`config.mk`:
```
export PLATFORM = sky130hd
export DESIGN_NAME = packed_date_day_stepper_unit_flat
export DESIGN_NICKNAME = d
export VERILOG_FILES = /design/src/design/pdds_pkg.sv /design/src/design/pdds_cmd_if.sv /design/src/design/pdds_date_if.sv /design/src/design/pdds_step.sv /design/src/design/packed_date_day_stepper_unit.sv /design/src/flat_wrapper.sv
export SDC_FILE = /design/constraint.sdc
export NUM_CORES = 1
export LEC_CHECK = 0
export ABC_AREA = 1
export BUFFER_PORTS_ARGS = -buffer_cell sky130_fd_sc_hd__buf_2
export CORE_ASPECT_RATIO = 2
export CORE_MARGIN = 2
export CORE_UTILIZATION = 50
export CTS_BUF_LIST = sky130_fd_sc_hd__clkbuf_16
export DETAILED_ROUTE_END_ITERATION = 7
export HOLD_SLACK_MARGIN = 0.1
export PLACE_DENSITY = 0.78
export SYNTH_ARGS = -nofsm -noshare
export SYNTH_HDL_FRONTEND = slang
export SYNTH_SLANG_ARGS = --single-unit
```
`constraint.sdc`:
```
create_clock -name clk -period 6.2 [get_ports clk]
set_clock_uncertainty 0.2 [all_clocks]
set_input_delay 0.62 -clock clk [delete_from_list [all_inputs] [get_ports clk]]
set_output_delay 0.62 -clock clk [all_outputs]
set_load 0.01 [all_outputs]
```
`src/design/pdds_pkg.sv`:
```
// Package for the packed date day stepper: field widths, command and status
// codes, the date and result types, and the leap-year and month-length rules.
// No dependencies.
`default_nettype none

package pdds_pkg;

    localparam int YEAR_W   = 20;
    localparam int MONTH_W  = 4;
    localparam int DAY_W    = 5;
    localparam int WDAY_W   = 3;
    localparam int CMD_W    = 2;
    localparam int STATUS_W = 2;

    typedef enum logic [CMD_W-1:0] {
        CMD_LOAD = 2'd0,
        CMD_NEXT = 2'd1,
        CMD_PREV = 2'd2,
        CMD_NONE = 2'd3
    } cmd_t;

    typedef enum logic [STATUS_W-1:0] {
        ST_OK     = 2'd0,
        ST_REJECT = 2'd1,
        ST_SAT    = 2'd2
    } status_t;

    localparam logic [MONTH_W-1:0] MONTH_JAN = 4'd1;
    localparam logic [MONTH_W-1:0] MONTH_FEB = 4'd2;
    localparam logic [MONTH_W-1:0] MONTH_APR = 4'd4;
    localparam logic [MONTH_W-1:0] MONTH_JUN = 4'd6;
    localparam logic [MONTH_W-1:0] MONTH_SEP = 4'd9;
    localparam logic [MONTH_W-1:0] MONTH_NOV = 4'd11;
    localparam logic [MONTH_W-1:0] MONTH_DEC = 4'd12;

    localparam logic [DAY_W-1:0] DAY_FIRST = 5'd1;
    localparam logic [DAY_W-1:0] DAYS_28   = 5'd28;
    localparam logic [DAY_W-1:0] DAYS_29   = 5'd29;
    localparam logic [DAY_W-1:0] DAYS_30   = 5'd30;
    localparam logic [DAY_W-1:0] DAYS_31   = 5'd31;

    localparam logic [WDAY_W-1:0] WDAY_SUN = 3'd0;
    localparam logic [WDAY_W-1:0] WDAY_SAT = 3'd6;
    localparam logic [WDAY_W-1:0] WDAY_THU = 3'd4;

    localparam logic [YEAR_W-1:0] RESET_YEAR = 20'd1970;

    // Divisibility by 25: multiply by the inverse of 25 mod 2^20 and compare
    // against floor((2^20 - 1) / 25).
    localparam logic [YEAR_W-1:0] INV25     = 20'hF5C29;
    localparam logic [YEAR_W-1:0] DIV25_LIM = 20'd41943;

    typedef struct packed {
        logic [YEAR_W-1:0]  year;
        logic [MONTH_W-1:0] month;
        logic [DAY_W-1:0]   day;
        logic [WDAY_W-1:0]  weekday;
    } date_t;

    typedef struct packed {
        date_t   date;
        status_t status;
    } res_t;

    function automatic logic is_leap(input logic [YEAR_W-1:0] y);
        logic [2*YEAR_W-1:0] prod;
        logic                div25;
        prod  = y * INV25;
        div25 = (prod[YEAR_W-1:0] <= DIV25_LIM);
        // divisible by 4, and not by 100 unless by 400 (16 and 25)
        return (y[1:0] == 2'b00) && (!div25 || (y[3:0] == 4'b0000));
    endfunction

    function automatic logic [DAY_W-1:0] month_len(input logic [MONTH_W-1:0] m,
                                                   input logic leap);
        logic [DAY_W-1:0] len;
        if (m == MONTH_FEB) begin
            len = leap ? DAYS_29 : DAYS_28;
        end else if (m == MONTH_APR || m == MONTH_JUN || m == MONTH_SEP ||
                     m == MONTH_NOV) begin
            len = DAYS_30;
        end else begin
            len = DAYS_31;
        end
        return len;
    endfunction

endpackage

`default_nettype wire

```
`src/design/pdds_cmd_if.sv`:
```
// Command channel of the packed date day stepper: valid/ready plus the load
// fields. Depends on pdds_pkg.
`default_nettype none

interface pdds_cmd_if
    import pdds_pkg::*;
();
    logic               valid;
    logic               ready;
    logic [CMD_W-1:0]   command;
    logic [YEAR_W-1:0]  load_year;
    logic [MONTH_W-1:0] load_month;
    logic [DAY_W-1:0]   load_day;
    logic [WDAY_W-1:0]  load_weekday;

    modport source (output valid, command, load_year, load_month, load_day,
                    load_weekday, input ready);
    modport sink   (input valid, command, load_year, load_month, load_day,
                    load_weekday, output ready);
endinterface

`default_nettype wire

```
`src/design/pdds_date_if.sv`:
```
// Result channel of the packed date day stepper: valid/ready plus the date
// and status. Depends on pdds_pkg.
`default_nettype none

interface pdds_date_if
    import pdds_pkg::*;
();
    logic                valid;
    logic                ready;
    logic [YEAR_W-1:0]   year;
    logic [MONTH_W-1:0]  month;
    logic [DAY_W-1:0]    day;
    logic [WDAY_W-1:0]   weekday;
    logic [STATUS_W-1:0] status;

    modport source (output valid, year, month, day, weekday, status, input ready);
    modport sink   (input valid, year, month, day, weekday, status, output ready);
endinterface

`default_nettype wire

```
`src/design/pdds_step.sv`:
```
// Next-date logic: applies one load, next-day, previous-day or no-op command
// to the current date. Purely combinational. Depends on pdds_pkg.
`default_nettype none

module pdds_step
    import pdds_pkg::*;
#(
    parameter int YEAR_BITS = 20
) (
    input  cmd_t  command,
    input  date_t load,
    input  date_t cur,
    output res_t  res
);

    localparam logic [YEAR_W-1:0] YEAR_MAX = YEAR_W'((64'd1 << YEAR_BITS) - 64'd1);

    logic             cur_leap;
    logic             load_leap;
    logic [DAY_W-1:0] cur_len;
    logic [DAY_W-1:0] prev_len;
    logic [DAY_W-1:0] load_len;
    logic             load_ok;
    logic [WDAY_W-1:0] wday_inc;
    logic [WDAY_W-1:0] wday_dec;

    assign cur_leap  = is_leap(cur.year);
    assign load_leap = is_leap(load.year);
    assign cur_len   = month_len(cur.month, cur_leap);
    assign prev_len  = month_len(cur.month - 1'b1, cur_leap);
    assign load_len  = month_len(load.month, load_leap);

    assign load_ok = (load.year <= YEAR_MAX) &&
                     (load.month >= MONTH_JAN) && (load.month <= MONTH_DEC) &&
                     (load.day >= DAY_FIRST) && (load.day <= load_len) &&
                     (load.weekday <= WDAY_SAT);

    assign wday_inc = (cur.weekday == WDAY_SAT) ? WDAY_SUN : cur.weekday + 1'b1;
    assign wday_dec = (cur.weekday == WDAY_SUN) ? WDAY_SAT : cur.weekday - 1'b1;

    always_comb
    begin
        res.date   = cur;
        res.status = ST_OK;
        unique case (command)
            CMD_LOAD:
            begin
                if (load_ok)
                begin
                    res.date = load;
                end
                else
                begin
                    res.status = ST_REJECT;
                end
            end
            CMD_NEXT:
            begin
                priority if (cur.day < cur_len)
                begin
                    res.date.day     = cur.day + 1'b1;
                    res.date.weekday = wday_inc;
                end
                else if (cur.month < MONTH_DEC)
                begin
                    res.date.month   = cur.month + 1'b1;
                    res.date.day     = DAY_FIRST;
                    res.date.weekday = wday_inc;
                end
                else if (cur.year < YEAR_MAX)
                begin
                    res.date.year    = cur.year + 1'b1;
                    res.date.month   = MONTH_JAN;
                    res.date.day     = DAY_FIRST;
                    res.date.weekday = wday_inc;
                end
                else
                begin
                    res.status = ST_SAT;
                end
            end
            CMD_PREV:
            begin
                priority if (cur.day > DAY_FIRST)
                begin
                    res.date.day     = cur.day - 1'b1;
                    res.date.weekday = wday_dec;
                end
                else if (cur.month > MONTH_JAN)
                begin
                    res.date.month   = cur.month - 1'b1;
                    res.date.day     = prev_len;
                    res.date.weekday = wday_dec;
                end
                else if (cur.year != '0)
                begin
                    res.date.year    = cur.year - 1'b1;
                    res.date.month   = MONTH_DEC;
                    res.date.day     = DAYS_31;
                    res.date.weekday = wday_dec;
                end
                else
                begin
                    res.status = ST_SAT;
                end
            end
            CMD_NONE:
            begin
                res.status = ST_OK;
            end
        endcase
    end

endmodule

`default_nettype wire

```
`src/design/packed_date_day_stepper_unit.sv`:
```
// Packed date day stepper, top level. Each command transfer registers its
// result. Throughput: one command per cycle while the result side keeps up.
// A result register plus one skid entry let one more command in while a
// result waits; ready drops only when both hold results.
// Reset (rst_n low, async): date 1970-01-01 Thursday, output side empty.
// Depends on pdds_pkg, pdds_cmd_if, pdds_date_if and pdds_step.
`default_nettype none

module packed_date_day_stepper_unit
    import pdds_pkg::*;
#(
    parameter int YEAR_BITS = 20
) (
    input  wire              clk,
    input  wire              rst_n,
    pdds_cmd_if.sink         cmd,
    pdds_date_if.source      date
);

    // Current date. The year is only as wide as the configured range.
    logic [YEAR_BITS-1:0] year_reg;
    logic [MONTH_W-1:0]   month_reg;
    logic [DAY_W-1:0]     day_reg;
    logic [WDAY_W-1:0]    wday_reg;

    // Result register and skid entry.
    logic out_valid_reg, out_valid_next;
    logic skid_valid_reg, skid_valid_next;
    res_t out_reg, out_next;
    res_t skid_reg, skid_next;

    date_t cur_date;
    date_t load_date;
    res_t  step_res;
    logic  push;
    logic  pop;

    assign cur_date.year    = YEAR_W'(year_reg);
    assign cur_date.month   = month_reg;
    assign cur_date.day     = day_reg;
    assign cur_date.weekday = wday_reg;

    assign load_date.year    = cmd.load_year;
    assign load_date.month   = cmd.load_month;
    assign load_date.day     = cmd.load_day;
    assign load_date.weekday = cmd.load_weekday;

    pdds_step #(
        .YEAR_BITS (YEAR_BITS)
    ) u_step (
        .command (cmd_t'(cmd.command)),
        .load    (load_date),
        .cur     (cur_date),
        .res     (step_res)
    );

    // Ready as long as the skid entry is free.
    assign cmd.ready = !skid_valid_reg;
    assign push      = cmd.valid && cmd.ready;
    assign pop       = out_valid_reg && date.ready;

    // Date state: updated on every command transfer.
    always_ff @(posedge clk or negedge rst_n)
    begin
        if (!rst_n)
        begin
            year_reg  <= YEAR_BITS'(RESET_YEAR);
            month_reg <= MONTH_JAN;
            day_reg   <= DAY_FIRST;
            wday_reg  <= WDAY_THU;
        end
        else if (push)
        begin
            year_reg  <= step_res.date.year[YEAR_BITS-1:0];
            month_reg <= step_res.date.month;
            day_reg   <= step_res.date.day;
            wday_reg  <= step_res.date.weekday;
        end
    end

    // Output queue: the skid entry refills the result register on a pop.
    always_comb
    begin
        out_valid_next  = out_valid_reg;
        skid_valid_next = skid_valid_reg;
        out_next        = out_reg;
        skid_next       = skid_reg;
        if (pop)
        begin
            if (skid_valid_reg)
            begin
                out_next        = skid_reg;
                skid_valid_next = 1'b0;
            end
            else if (push)
            begin
                out_next = step_res;
            end
            else
            begin
                out_valid_next = 1'b0;
            end
        end
        else if (push)
        begin
            if (out_valid_reg)
            begin
                skid_next       = step_res;
                skid_valid_next = 1'b1;
            end
            else
            begin
                out_next       = step_res;
                out_valid_next = 1'b1;
            end
        end
    end

    always_ff @(posedge clk or negedge rst_n)
    begin
        if (!rst_n)
        begin
            out_valid_reg  <= 1'b0;
            skid_valid_reg <= 1'b0;
        end
        else
        begin
            out_valid_reg  <= out_valid_next;
            skid_valid_reg <= skid_valid_next;
        end
    end

    // Payload needs no reset.
    always_ff @(posedge clk)
    begin
        out_reg  <= out_next;
        skid_reg <= skid_next;
    end

    assign date.valid   = out_valid_reg;
    assign date.year    = out_reg.date.year;
    assign date.month   = out_reg.date.month;
    assign date.day     = out_reg.date.day;
    assign date.weekday = out_reg.date.weekday;
    assign date.status  = out_reg.status;

    // The skid entry is only ever filled behind a waiting result.
    a_skid_behind_out: assert property (@(posedge clk) disable iff (!rst_n)
        skid_valid_reg |-> out_valid_reg)
        else $error("skid entry valid without result register");

    // The stored month and weekday always stay in range and the day never drops below the first.
    a_date_legal: assert property (@(posedge clk) disable iff (!rst_n)
        (month_reg >= MONTH_JAN) && (month_reg <= MONTH_DEC) &&
        (day_reg >= DAY_FIRST) && (wday_reg <= WDAY_SAT))
        else $error("stored date out of range");

    // A rejected or saturated step leaves the date untouched.
    a_fail_holds: assert property (@(posedge clk) disable iff (!rst_n)
        (push && (step_res.status != ST_OK)) |=>
        ($stable(year_reg) && $stable(month_reg) && $stable(day_reg) &&
         $stable(wday_reg)))
        else $error("failed step changed the date");

    // A result on the port carries a month in range and a day no lower than the first.
    a_out_legal: assert property (@(posedge clk) disable iff (!rst_n)
        date.valid |-> ((date.month >= MONTH_JAN) && (date.month <= MONTH_DEC) &&
                        (date.day >= DAY_FIRST)))
        else $error("result date out of range");

endmodule

`default_nettype wire

```
`src/flat_wrapper.sv`:
```
// flat-port wrapper written by rule: the top's interface ports become plain ports
module packed_date_day_stepper_unit_flat import pdds_pkg::*;
#(
    parameter int YEAR_BITS = 20
)
  (clk, rst_n, cmd_valid, cmd_command, cmd_load_year, cmd_load_month, cmd_load_day, cmd_load_weekday, cmd_ready, date_valid, date_year, date_month, date_day, date_weekday, date_status, date_ready);
  pdds_cmd_if cmd_i ();
  pdds_date_if date_i ();
  input  wire clk;
  input  wire rst_n;
  input wire logic [$bits(cmd_i.valid)-1:0] cmd_valid;
  input wire logic [$bits(cmd_i.command)-1:0] cmd_command;
  input wire logic [$bits(cmd_i.load_year)-1:0] cmd_load_year;
  input wire logic [$bits(cmd_i.load_month)-1:0] cmd_load_month;
  input wire logic [$bits(cmd_i.load_day)-1:0] cmd_load_day;
  input wire logic [$bits(cmd_i.load_weekday)-1:0] cmd_load_weekday;
  output wire logic [$bits(cmd_i.ready)-1:0] cmd_ready;
  output wire logic [$bits(date_i.valid)-1:0] date_valid;
  output wire logic [$bits(date_i.year)-1:0] date_year;
  output wire logic [$bits(date_i.month)-1:0] date_month;
  output wire logic [$bits(date_i.day)-1:0] date_day;
  output wire logic [$bits(date_i.weekday)-1:0] date_weekday;
  output wire logic [$bits(date_i.status)-1:0] date_status;
  input wire logic [$bits(date_i.ready)-1:0] date_ready;
  assign cmd_i.valid = cmd_valid;
  assign cmd_i.command = cmd_command;
  assign cmd_i.load_year = cmd_load_year;
  assign cmd_i.load_month = cmd_load_month;
  assign cmd_i.load_day = cmd_load_day;
  assign cmd_i.load_weekday = cmd_load_weekday;
  assign cmd_ready = cmd_i.ready;
  assign date_valid = date_i.valid;
  assign date_year = date_i.year;
  assign date_month = date_i.month;
  assign date_day = date_i.day;
  assign date_weekday = date_i.weekday;
  assign date_status = date_i.status;
  assign date_i.ready = date_ready;
  packed_date_day_stepper_unit #(.YEAR_BITS(YEAR_BITS)) u_core (.clk(clk), .rst_n(rst_n), .cmd(cmd_i), .date(date_i));
endmodule
```
==> results of run 1 <==
-- synth_stat cells, drive strengths merged, types with 21 or more instances --
master / instances / area [um2]
a21boi: 31 / 233
a21oi: 76 / 392
clkbuf: 31 / 116
dfrtp: 24 / 601
edfxtp: 68 / 2040
fa: 77 / 1540
ha: 193 / 2410
inv: 309 / 1170
nand2: 413 / 1680
nand3: 187 / 1110
nor2: 87 / 349
nor3: 40 / 210
o21ai: 75 / 375
xnor2: 21 / 184
xor2: 40 / 358
-- repair_timing --
action,CTS,global route
cloned,3,0
pin swaps,89,38
buffers inserted,33,16
setup endpoints to repair,100,100
gates resized for setup,183,57
-- through the flow --
step | hold slack (ns) | setup TNS (ns) | setup WS (ns)
final | 0.229 | -47.83 | -0.667
after global routing | 0.279 | -81.85 | -0.983
after CTS | 0.245 | -29.18 | -0.464
after detailed placement | 0.295 | -80.02 | -1.04
after global placement | 0.284 | -63.18 | -0.825
after floorplan | 0.124 | -17.15 | -0.372
-- cell type report --
cell class,instances,area [um2]
repair buffers,299,2320
well taps,352,440
fillers,2149,9780
inverters,316,1210
clock buffers,9,225
flip-flops and latches,102,2910
multi-input cells,1315,10400
clock inverters,7,87.6
-- cells by family after synthesis --
kind of cell / count (synthesis)
AND/OR/NAND/NOR: 762
buffers and inverters: 367
adder cells (fa/ha/maj): 270
AO/OA/AOI/OAI: 221
flip-flops: 102
XOR/XNOR: 61
-- worst min-delay path by stage --
| stage | from | to | slack (ns) |
|---|---|---|---|
| 6_report | rst_n | u_core.month_reg[1] | 0.23 |
| 2_1_floorplan | rst_n | u_core.date.valid | 0.12 |
| 3_3_place_gp | u_core.wday_reg[2] | u_core.wday_reg[2] | 0.28 |
| 4_1_cts | rst_n | u_core.month_reg[1] | 0.24 |
| 3_5_place_dp | u_core.wday_reg[2] | u_core.wday_reg[2] | 0.29 |
| 5_1_grt | rst_n | u_core.day_reg[1] | 0.28 |
-- layer usage --
metal,up-vias,share of wire,global-route usage
li1,6327,-,-
met1,6418,0.37,0.366
met2,791,0.48,0.509
met3,230,0.082,0.0470
met4,0,0.073,0.185
met5,-,0,0
-- cells in the final DEF (no fill, tap or decap), drive strengths merged, types with 2 or more instances in the layout --
cell type | netlist | final
or2 | 4 | 4
a31oi | 6 | 6
buf | 20 | 299
a21o | 3 | 3
o211ai | 5 | 5
o21bai | 5 | 5
and2 | 4 | 4
nor3b | 2 | 2
clkinv | 7 | 9
o2111ai | 2 | 2
xnor2 | 21 | 21
nor2 | 87 | 87
inv | 309 | 311
dfrtp | 24 | 24
a21boi | 31 | 31
xor2 | 40 | 40
a211oi | 7 | 7
bufinv | 0 | 2
dfstp | 10 | 10
a311oi | 2 | 2
edfxtp | 68 | 68
nand4 | 14 | 14
nand3 | 187 | 187
ha | 193 | 193
o21ai | 75 | 75
or3 | 2 | 2
clkbuf | 31 | 9
nand2 | 413 | 414
fa | 77 | 77
a21oi | 76 | 76
o221ai | 2 | 2
nor3 | 40 | 40
nor4 | 7 | 7
a221oi | 3 | 3
==> flow_summary.json, run 1 <==
{
  "status": "complete, but fails checks",
  "violations": "negative setup slack",
  "synthToLayoutAreaGrowth_pct": 27.4,
  "reg2regPathDepth": 32,
  "final_layout_size_suffix_gt1_frac": 0.301,
  "clk_path_buf_depth": 2,
  "synth_compound_area_frac": 0.0946,
  "hpwlAfterDp_um": 31700,
  "cp_slowest_cell": "fa_2",
  "drc_errors": 0,
  "clock_latency_ns": 0.37,
  "path_clk_slew_ns": 0.07,
  "final_util": 0.642,
  "path_buf_inv": 9,
  "h-tree-depth": 3,
  "fp.dieArea_um2": 29000,
  "syn_inst": 1783,
  "avgSynthCellArea_um2": 7.73,
  "instances_no_fill": 2400,
  "grt_overflow": 0,
  "synth_xor_area_frac": 0.0393,
  "crit_start": "cmd_load_year[2]",
  "dpl_cell_area_um2": 15900,
  "fp.dieW_um": 121,
  "rsz0062_at_grt": "true",
  "root_buffer": "clkbuf_16",
  "grt_pass1_vias": 13500,
  "yosys_warnings": 0,
  "n_antenna_cell": 0,
  "hold_violations": 0,
  "ctsHoldBuffers": 0,
  "vias": 13800,
  "crit_path_end": "u_core.date.year[10]",
  "io_pins": 74,
  "grt_pass1_wl_um": 69600,
  "crit_family": "adder cells",
  "core_um2": 27300,
  "fin_crit_sh": 1.11,
  "synth_cell_types": 55,
  "drtIter0Drc": 1236,
  "ant_nets": 0,
  "setup_viol": 100,
  "nNetsFinal": 2351,
  "critPathKind": "in2reg",
  "synthAdderAreaFrac": 0.287,
  "cpPeakStageDelay_ns": 0.56,
  "grt_max_degree": 56,
  "async_flop_share": 0.333,
  "synth-seq-cells": 102,
  "drv_slew": 0,
  "critPathMostFrequentCell": "fa_1",
  "fin_crit_ns": 6.87,
  "cp_data_required_time_ns": 6.12,
  "core.rowCount": 86,
  "grt_use_total": 0.305,
  "wl_per_cell_um": 18.7,
  "cts_buffers": 9,
  "clock.fmax_ghz": 0.146,
  "syn_area_um2": 13800,
  "grt_antenna_before_repair": 0,
  "wl_um": 45000,
  "slew_headroom": 0.196,
  "cts_sinks": 102,
  "largest_reg_flops": 34,
  "synth_nets": 2091,
  "hold_class": "in2async",
  "rrSetupSlack_ns": -0.29,
  "r2r-end": "u_core.skid_reg[7]",
  "viasPerCell": 5.74,
  "crit_fanout": 7,
  "dpl.cell_count": 2332,
  "cts_tree": "yes",
  "setup_slack_ns": -0.667,
  "critical_path_depth": 34,
  "gp_congestion": 1.01,
  "yosys.area_share.simple": 0.259,
  "die_y_um": 239,
  "io_buffers": 73,
  "synthMuxAreaShare": 0,
  "first_pass_iters": 5,
  "max_slew.worst_pin.slew_ns": 1.21,
  "synth_edf_count": 68,
  "cp_data_arrival_time_ns": 6.79,
  "ys_seq_area_frac": 0.211,
  "start_util": 0.504,
  "fin_area_um2": 17600,
  "startpoint_type": "primary input",
  "rr_startpoint": "u_core.year_reg[6]",
  "synth_top_family_by_area": "adder cells",
  "drv_cap": 0,
  "synth_flop_cell": "edfxtp_1",
  "cp-end-kind": "flip-flop"
}
Power of run 1 is not shown: default switching activity piles up to over one toggle a cycle in this logic, so the estimate is an artifact.
==> run 2, diff against run 1 <==
Settings changed: SYNTH_HIERARCHICAL from default to 1.
==> flow_summary.json, run 2 <==
{
  "rr_startpoint": "u_core/year_reg[4]",
  "drv_cap": 0,
  "hold_violations": 0,
  "synth_nets": 2061,
  "h-tree-depth": 3,
  "critPathMostFrequentCell": "fa_1",
  "synth.most_common_cell": "nand2_1",
  "fillers": 2099,
  "synth_flop_cell": "edfxtp_1",
  "grt_pass1_wl_um": 74000,
  "hpwlAfterDp_um": 37000,
  "path_clk_slew_ns": 0.09,
  "yosysTopAreaCell": "ha_1",
  "grt_antenna_before_repair": 2,
  "async_flop_share": 0.333,
  "viasPerCell": 5.82,
  "vias": 13600,
  "ant_nets": 0,
  "startpoint_type": "primary input",
  "grt_pass1_vias": 14300,
  "setup_slack_ns": -0.653,
  "place_ws_ns": -1.22,
  "cp-end-kind": "flip-flop",
  "violations": "negative setup slack",
  "die_y_um": 235,
  "cts_buffers": 9,
  "fp.dieArea_um2": 28000,
  "synthTopCellsByArea": "ha_1, edfxtp_1, fa_1",
  "cp_data_arrival_time_ns": 6.88,
  "cts_tree": "yes",
  "synth-seq-cells": 102,
  "grt_overflow": 0,
  "max_slew.worst_pin.slew_ns": 0.835,
  "fin_crit_ns": 6.85,
  "yosys_warnings": 6,
  "synthToLayoutAreaGrowth_pct": 30.5,
  "final_layout_size_suffix_gt1_frac": 0.281,
  "start_util": 0.507,
  "hold_class": "in2async",
  "status": "complete, but fails checks",
  "io_buffers": 73,
  "first_pass_iters": 8,
  "fp.dieW_um": 119,
  "largest_reg_flops": 34,
  "clock.fmax_ghz": 0.146,
  "nNetsFinal": 2296,
  "critPathKind": "in2reg",
  "synth_top_area_share": 0.182,
  "synth_edf_count": 68,
  "syn_inst": 1752,
  "drv_slew": 0,
  "cp_slowest_cell": "fa_1",
  "syn_area_um2": 13300,
  "wl_per_cell_um": 20.8,
  "crit_family": "adder cells",
  "slew_headroom": 0.443,
  "synth_cell_types": 52,
  "crit_start": "cmd_load_year[2]",
  "final_common_cell": "nand2_1",
  "io_pins": 74,
  "avgSynthCellArea_um2": 7.60,
  "fin_crit_sh": 1.11,
  "synthTopCellsByCount": "nand2_1, inv_1, ha_1",
  "ctsHoldBuffers": 0,
  "setup_viol": 100,
  "grt_max_degree": 44,
  "cts_sinks": 102,
  "clock_latency_ns": 0.37,
  "root_buffer": "clkbuf_16",
  "drc_errors": 0,
  "path_buf_inv": 11,
  "crit_fanout": 5,
  "drtIter0Drc": 977,
  "grt_use_total": 0.340,
  "cp_data_required_time_ns": 6.22,
  "layout_common_cells": "nand2_1, inv_1, buf_4, ha_1, nand3_1",
  "wl_um": 48500,
  "core.rowCount": 84,
  "ys_seq_area_frac": 0.218,
  "cpPeakStageDelay_ns": 0.52,
  "rsz0062_at_grt": "true",
  "clk_path_buf_depth": 2,
  "gp_congestion": 0.986,
  "core_um2": 26300
}
## run 2: cell type report
| type | count | area (um2) | area share |
|---|---|---|---|
| diodes | 1 | 2.50 | 0.000144 |
| clock buffers | 9 | 225 | 0.0130 |
| clock inverters | 7 | 82.6 | 0.00475 |
| inverters | 317 | 1210 | 0.0698 |
| multi-input cells | 1273 | 10200 | 0.590 |
| flip-flops and latches | 102 | 2910 | 0.167 |
| well taps | 344 | 430 | 0.0248 |
| repair buffers | 284 | 2270 | 0.131 |
## run 2: worst register-to-register path, delay by kind of cell, from the launching register on
family	cells	cell delay, ns
buffers and inverters	10	0.91
AOI/OAI and AO/OA	1	0.31
DFF	1	0.59
and+or+nand+nor	17	1.59
adders and majority gates	7	2.95
## run 2: final timing paths
kind	end	slack (ns)	cells after the start
min	u_core/day_reg[2]	0.14	1
max in group asynchronous	u_core/year_reg[2]	5.05	1
max reg2reg	u_core/date.year[8]	-0.49	35
min reg2reg	u_core/wday_reg[2]	0.32	2
max	u_core/date.year[6]	-0.65	35
min in group clk	u_core/wday_reg[2]	0.32	2
## run 2: what timing repair did
item,CTS,global route
pin swaps,143,63
endpoints found under the setup margin,100,100
gates resized for setup,243,46
cloned,4,0
buffers inserted,36,6
## run 2: cell families (layout without fill, tap and decap cells)
logic type      Yosys count  in the layout  share of synthesized area
xor+xnor                 65             65                     0.0428
other cells               0              1                          0
compound gates          205            205                     0.0911
simple gates            731            732                      0.238
buf+inv                 378            617                      0.112
flops                   102            102                      0.218
fa+ha+maj               271            271                      0.298
## run 2: metrics by stage
stage	hold WS, ns	cell area (um2)	utilization	cells	TNS (ns)
after floorplan	0.124	13600	-	1752	-14.72
after global placement	0.292	15400	0.587	2279	-81.99
after detailed placement	0.312	15400	0.587	2279	-99.89
after CTS	0.159	17100	0.652	2330	-39.10
after global routing	0.191	17400	0.661	2337	-72.29
final	0.136	17400	0.661	2337	-46.80
## run 2: routing by layer
metal / wire length (um) / GRT usage / vias to the layer above
met5: 0 / 0 / -
met3: 2530 / 0.0478 / 293
li1: - / - / 6209
met1: 15400 / 0.318 / 6431
met4: 5730 / 0.320 / 0
met2: 24800 / 0.618 / 659
Power of run 2 is left out for the same reason.
==> run 3, diff against run 2 <==
Settings changed: PLACE_DENSITY 0.78 to 0.79.
==> flow_summary.json, run 3 (synthesis results as in run 2) <==
{
  "nNetsFinal": 2294,
  "wl_um": 47100,
  "fp.dieArea_um2": 28000,
  "fp.dieW_um": 119,
  "cts_buffers": 9,
  "slew_headroom": 0.438,
  "first_pass_iters": 6,
  "ctsHoldBuffers": 0,
  "core.rowCount": 84,
  "drtIter0Drc": 971,
  "worst_hold_slack_ns": 0.139,
  "crit_start": "u_core/year_reg[1]",
  "cts_tree": "yes",
  "wl_met3_um": 2480,
  "highest_layer": "met4",
  "die_y_um": 235,
  "grt_max_degree": 60,
  "io_buffers": 73,
  "drc_errors": 0,
  "rr_startpoint": "u_core/year_reg[1]",
  "hold_violations": 0,
  "crit_family": "adder cells",
  "drt-met1-wl_um": 15000,
  "setup_slack_ns": -0.621,
  "max_slew.worst_pin.slew_ns": 0.835,
  "startpoint_type": "flip-flop",
  "vias": 13500,
  "fillers": 2229,
  "violations": "negative setup slack",
  "n_antenna_cell": 0,
  "cp_data_required_time_ns": 6.22,
  "grt_overflow": 0,
  "clock.fmax_ghz": 0.147,
  "setup_viol": 99,
  "status": "complete, but fails checks",
  "grt_pass1_wl_um": 72700,
  "synthToLayoutAreaGrowth_pct": 28.0,
  "largest_reg_flops": 34,
  "fin_crit_ns": 6.82,
  "critPathKind": "reg2reg",
  "drv_cap": 0,
  "grt_antenna_before_repair": 0,
  "clock_latency_ns": 0.35,
  "gp_congestion": 0.980,
  "grt_pass1_vias": 14000,
  "finalSetupTns_ns": -44.50,
  "met2WireLength_um": 24400,
  "seq_area_um2": 2910,
  "dpl.cell_count": 2280,
  "grt_use_total": 0.332,
  "root_buffer": "clkbuf_16",
  "multi_input_area_um2": 9970,
  "wl_per_cell_um": 20.2,
  "fin_crit_sh": 1.10,
  "path_clk_slew_ns": 0.07,
  "instances_no_fill": 2334,
  "place_ws_ns": -1.12,
  "path_buf_inv": 5,
  "final_common_cell": "nand2_1",
  "cp-end-kind": "flip-flop",
  "start_util": 0.507,
  "clk_path_buf_depth": 2,
  "h-tree-depth": 3,
  "hpwlAfterDp_um": 36700,
  "final_layout_size_suffix_gt1_frac": 0.254,
  "ant_nets": 0,
  "drv_slew": 0,
  "cpPeakStageDelay_ns": 0.58,
  "rsz0062_at_grt": "true",
  "crit_fanout": 10,
  "cp_data_arrival_time_ns": 6.84,
  "hold_class": "in2async",
  "cts_sinks": 102,
  "io_pins": 74,
  "viasPerCell": 5.76,
  "cp_slowest_cell": "dfstp_2",
  "layout_common_cells": "nand2_1, inv_1, buf_4, ha_1, nand3_1",
  "core_um2": 26300
}
[run 3: repair_timing]
item                                    4_1_cts  5_1_grt
setup buffers                                27       13
cloned                                        3        0
resized for setup                           148       73
endpoints found under the setup margin      100      100
pin swaps                                    80       44
[run 3: final timing paths]
check                      slack (ns)  cells after the start                   end
min                              0.14                      1     u_core/day_reg[3]
max                             -0.62                     32  u_core/date.year[15]
max reg2reg                     -0.62                     32  u_core/date.year[15]
max in group asynchronous        5.08                      1    u_core/year_reg[2]
min reg2reg                      0.32                      2    u_core/wday_reg[2]
min in group clk                 0.32                      2    u_core/wday_reg[2]
[run 3: area by class of cell]
class	count	share of cell area
Multi-Input combinational cell	1272	0.585
Inverter	317	0.0713
Tap cell	344	0.0253
Clock inverter	7	0.00323
Timing Repair Buffer	283	0.131
Sequential cell	102	0.171
Clock buffer	9	0.0132
[run 3: stage by stage]
| stage | cell area (um2) | util |
|---|---|---|
| after floorplan | 13600 | - |
| after global placement | 15500 | 0.589 |
| after detailed placement | 15500 | 0.589 |
| after CTS | 16700 | 0.635 |
| after global routing | 17000 | 0.649 |
| final | 17000 | 0.649 |
[run 3: metal layers]
metal  vias to the layer above  global-route usage
met5                         -                   0
met4                         0               0.301
met3                       264              0.0325
met2                       646               0.607
met1                      6354               0.320
li1                       6189                   -
Power of run 3 is left out for the same reason.
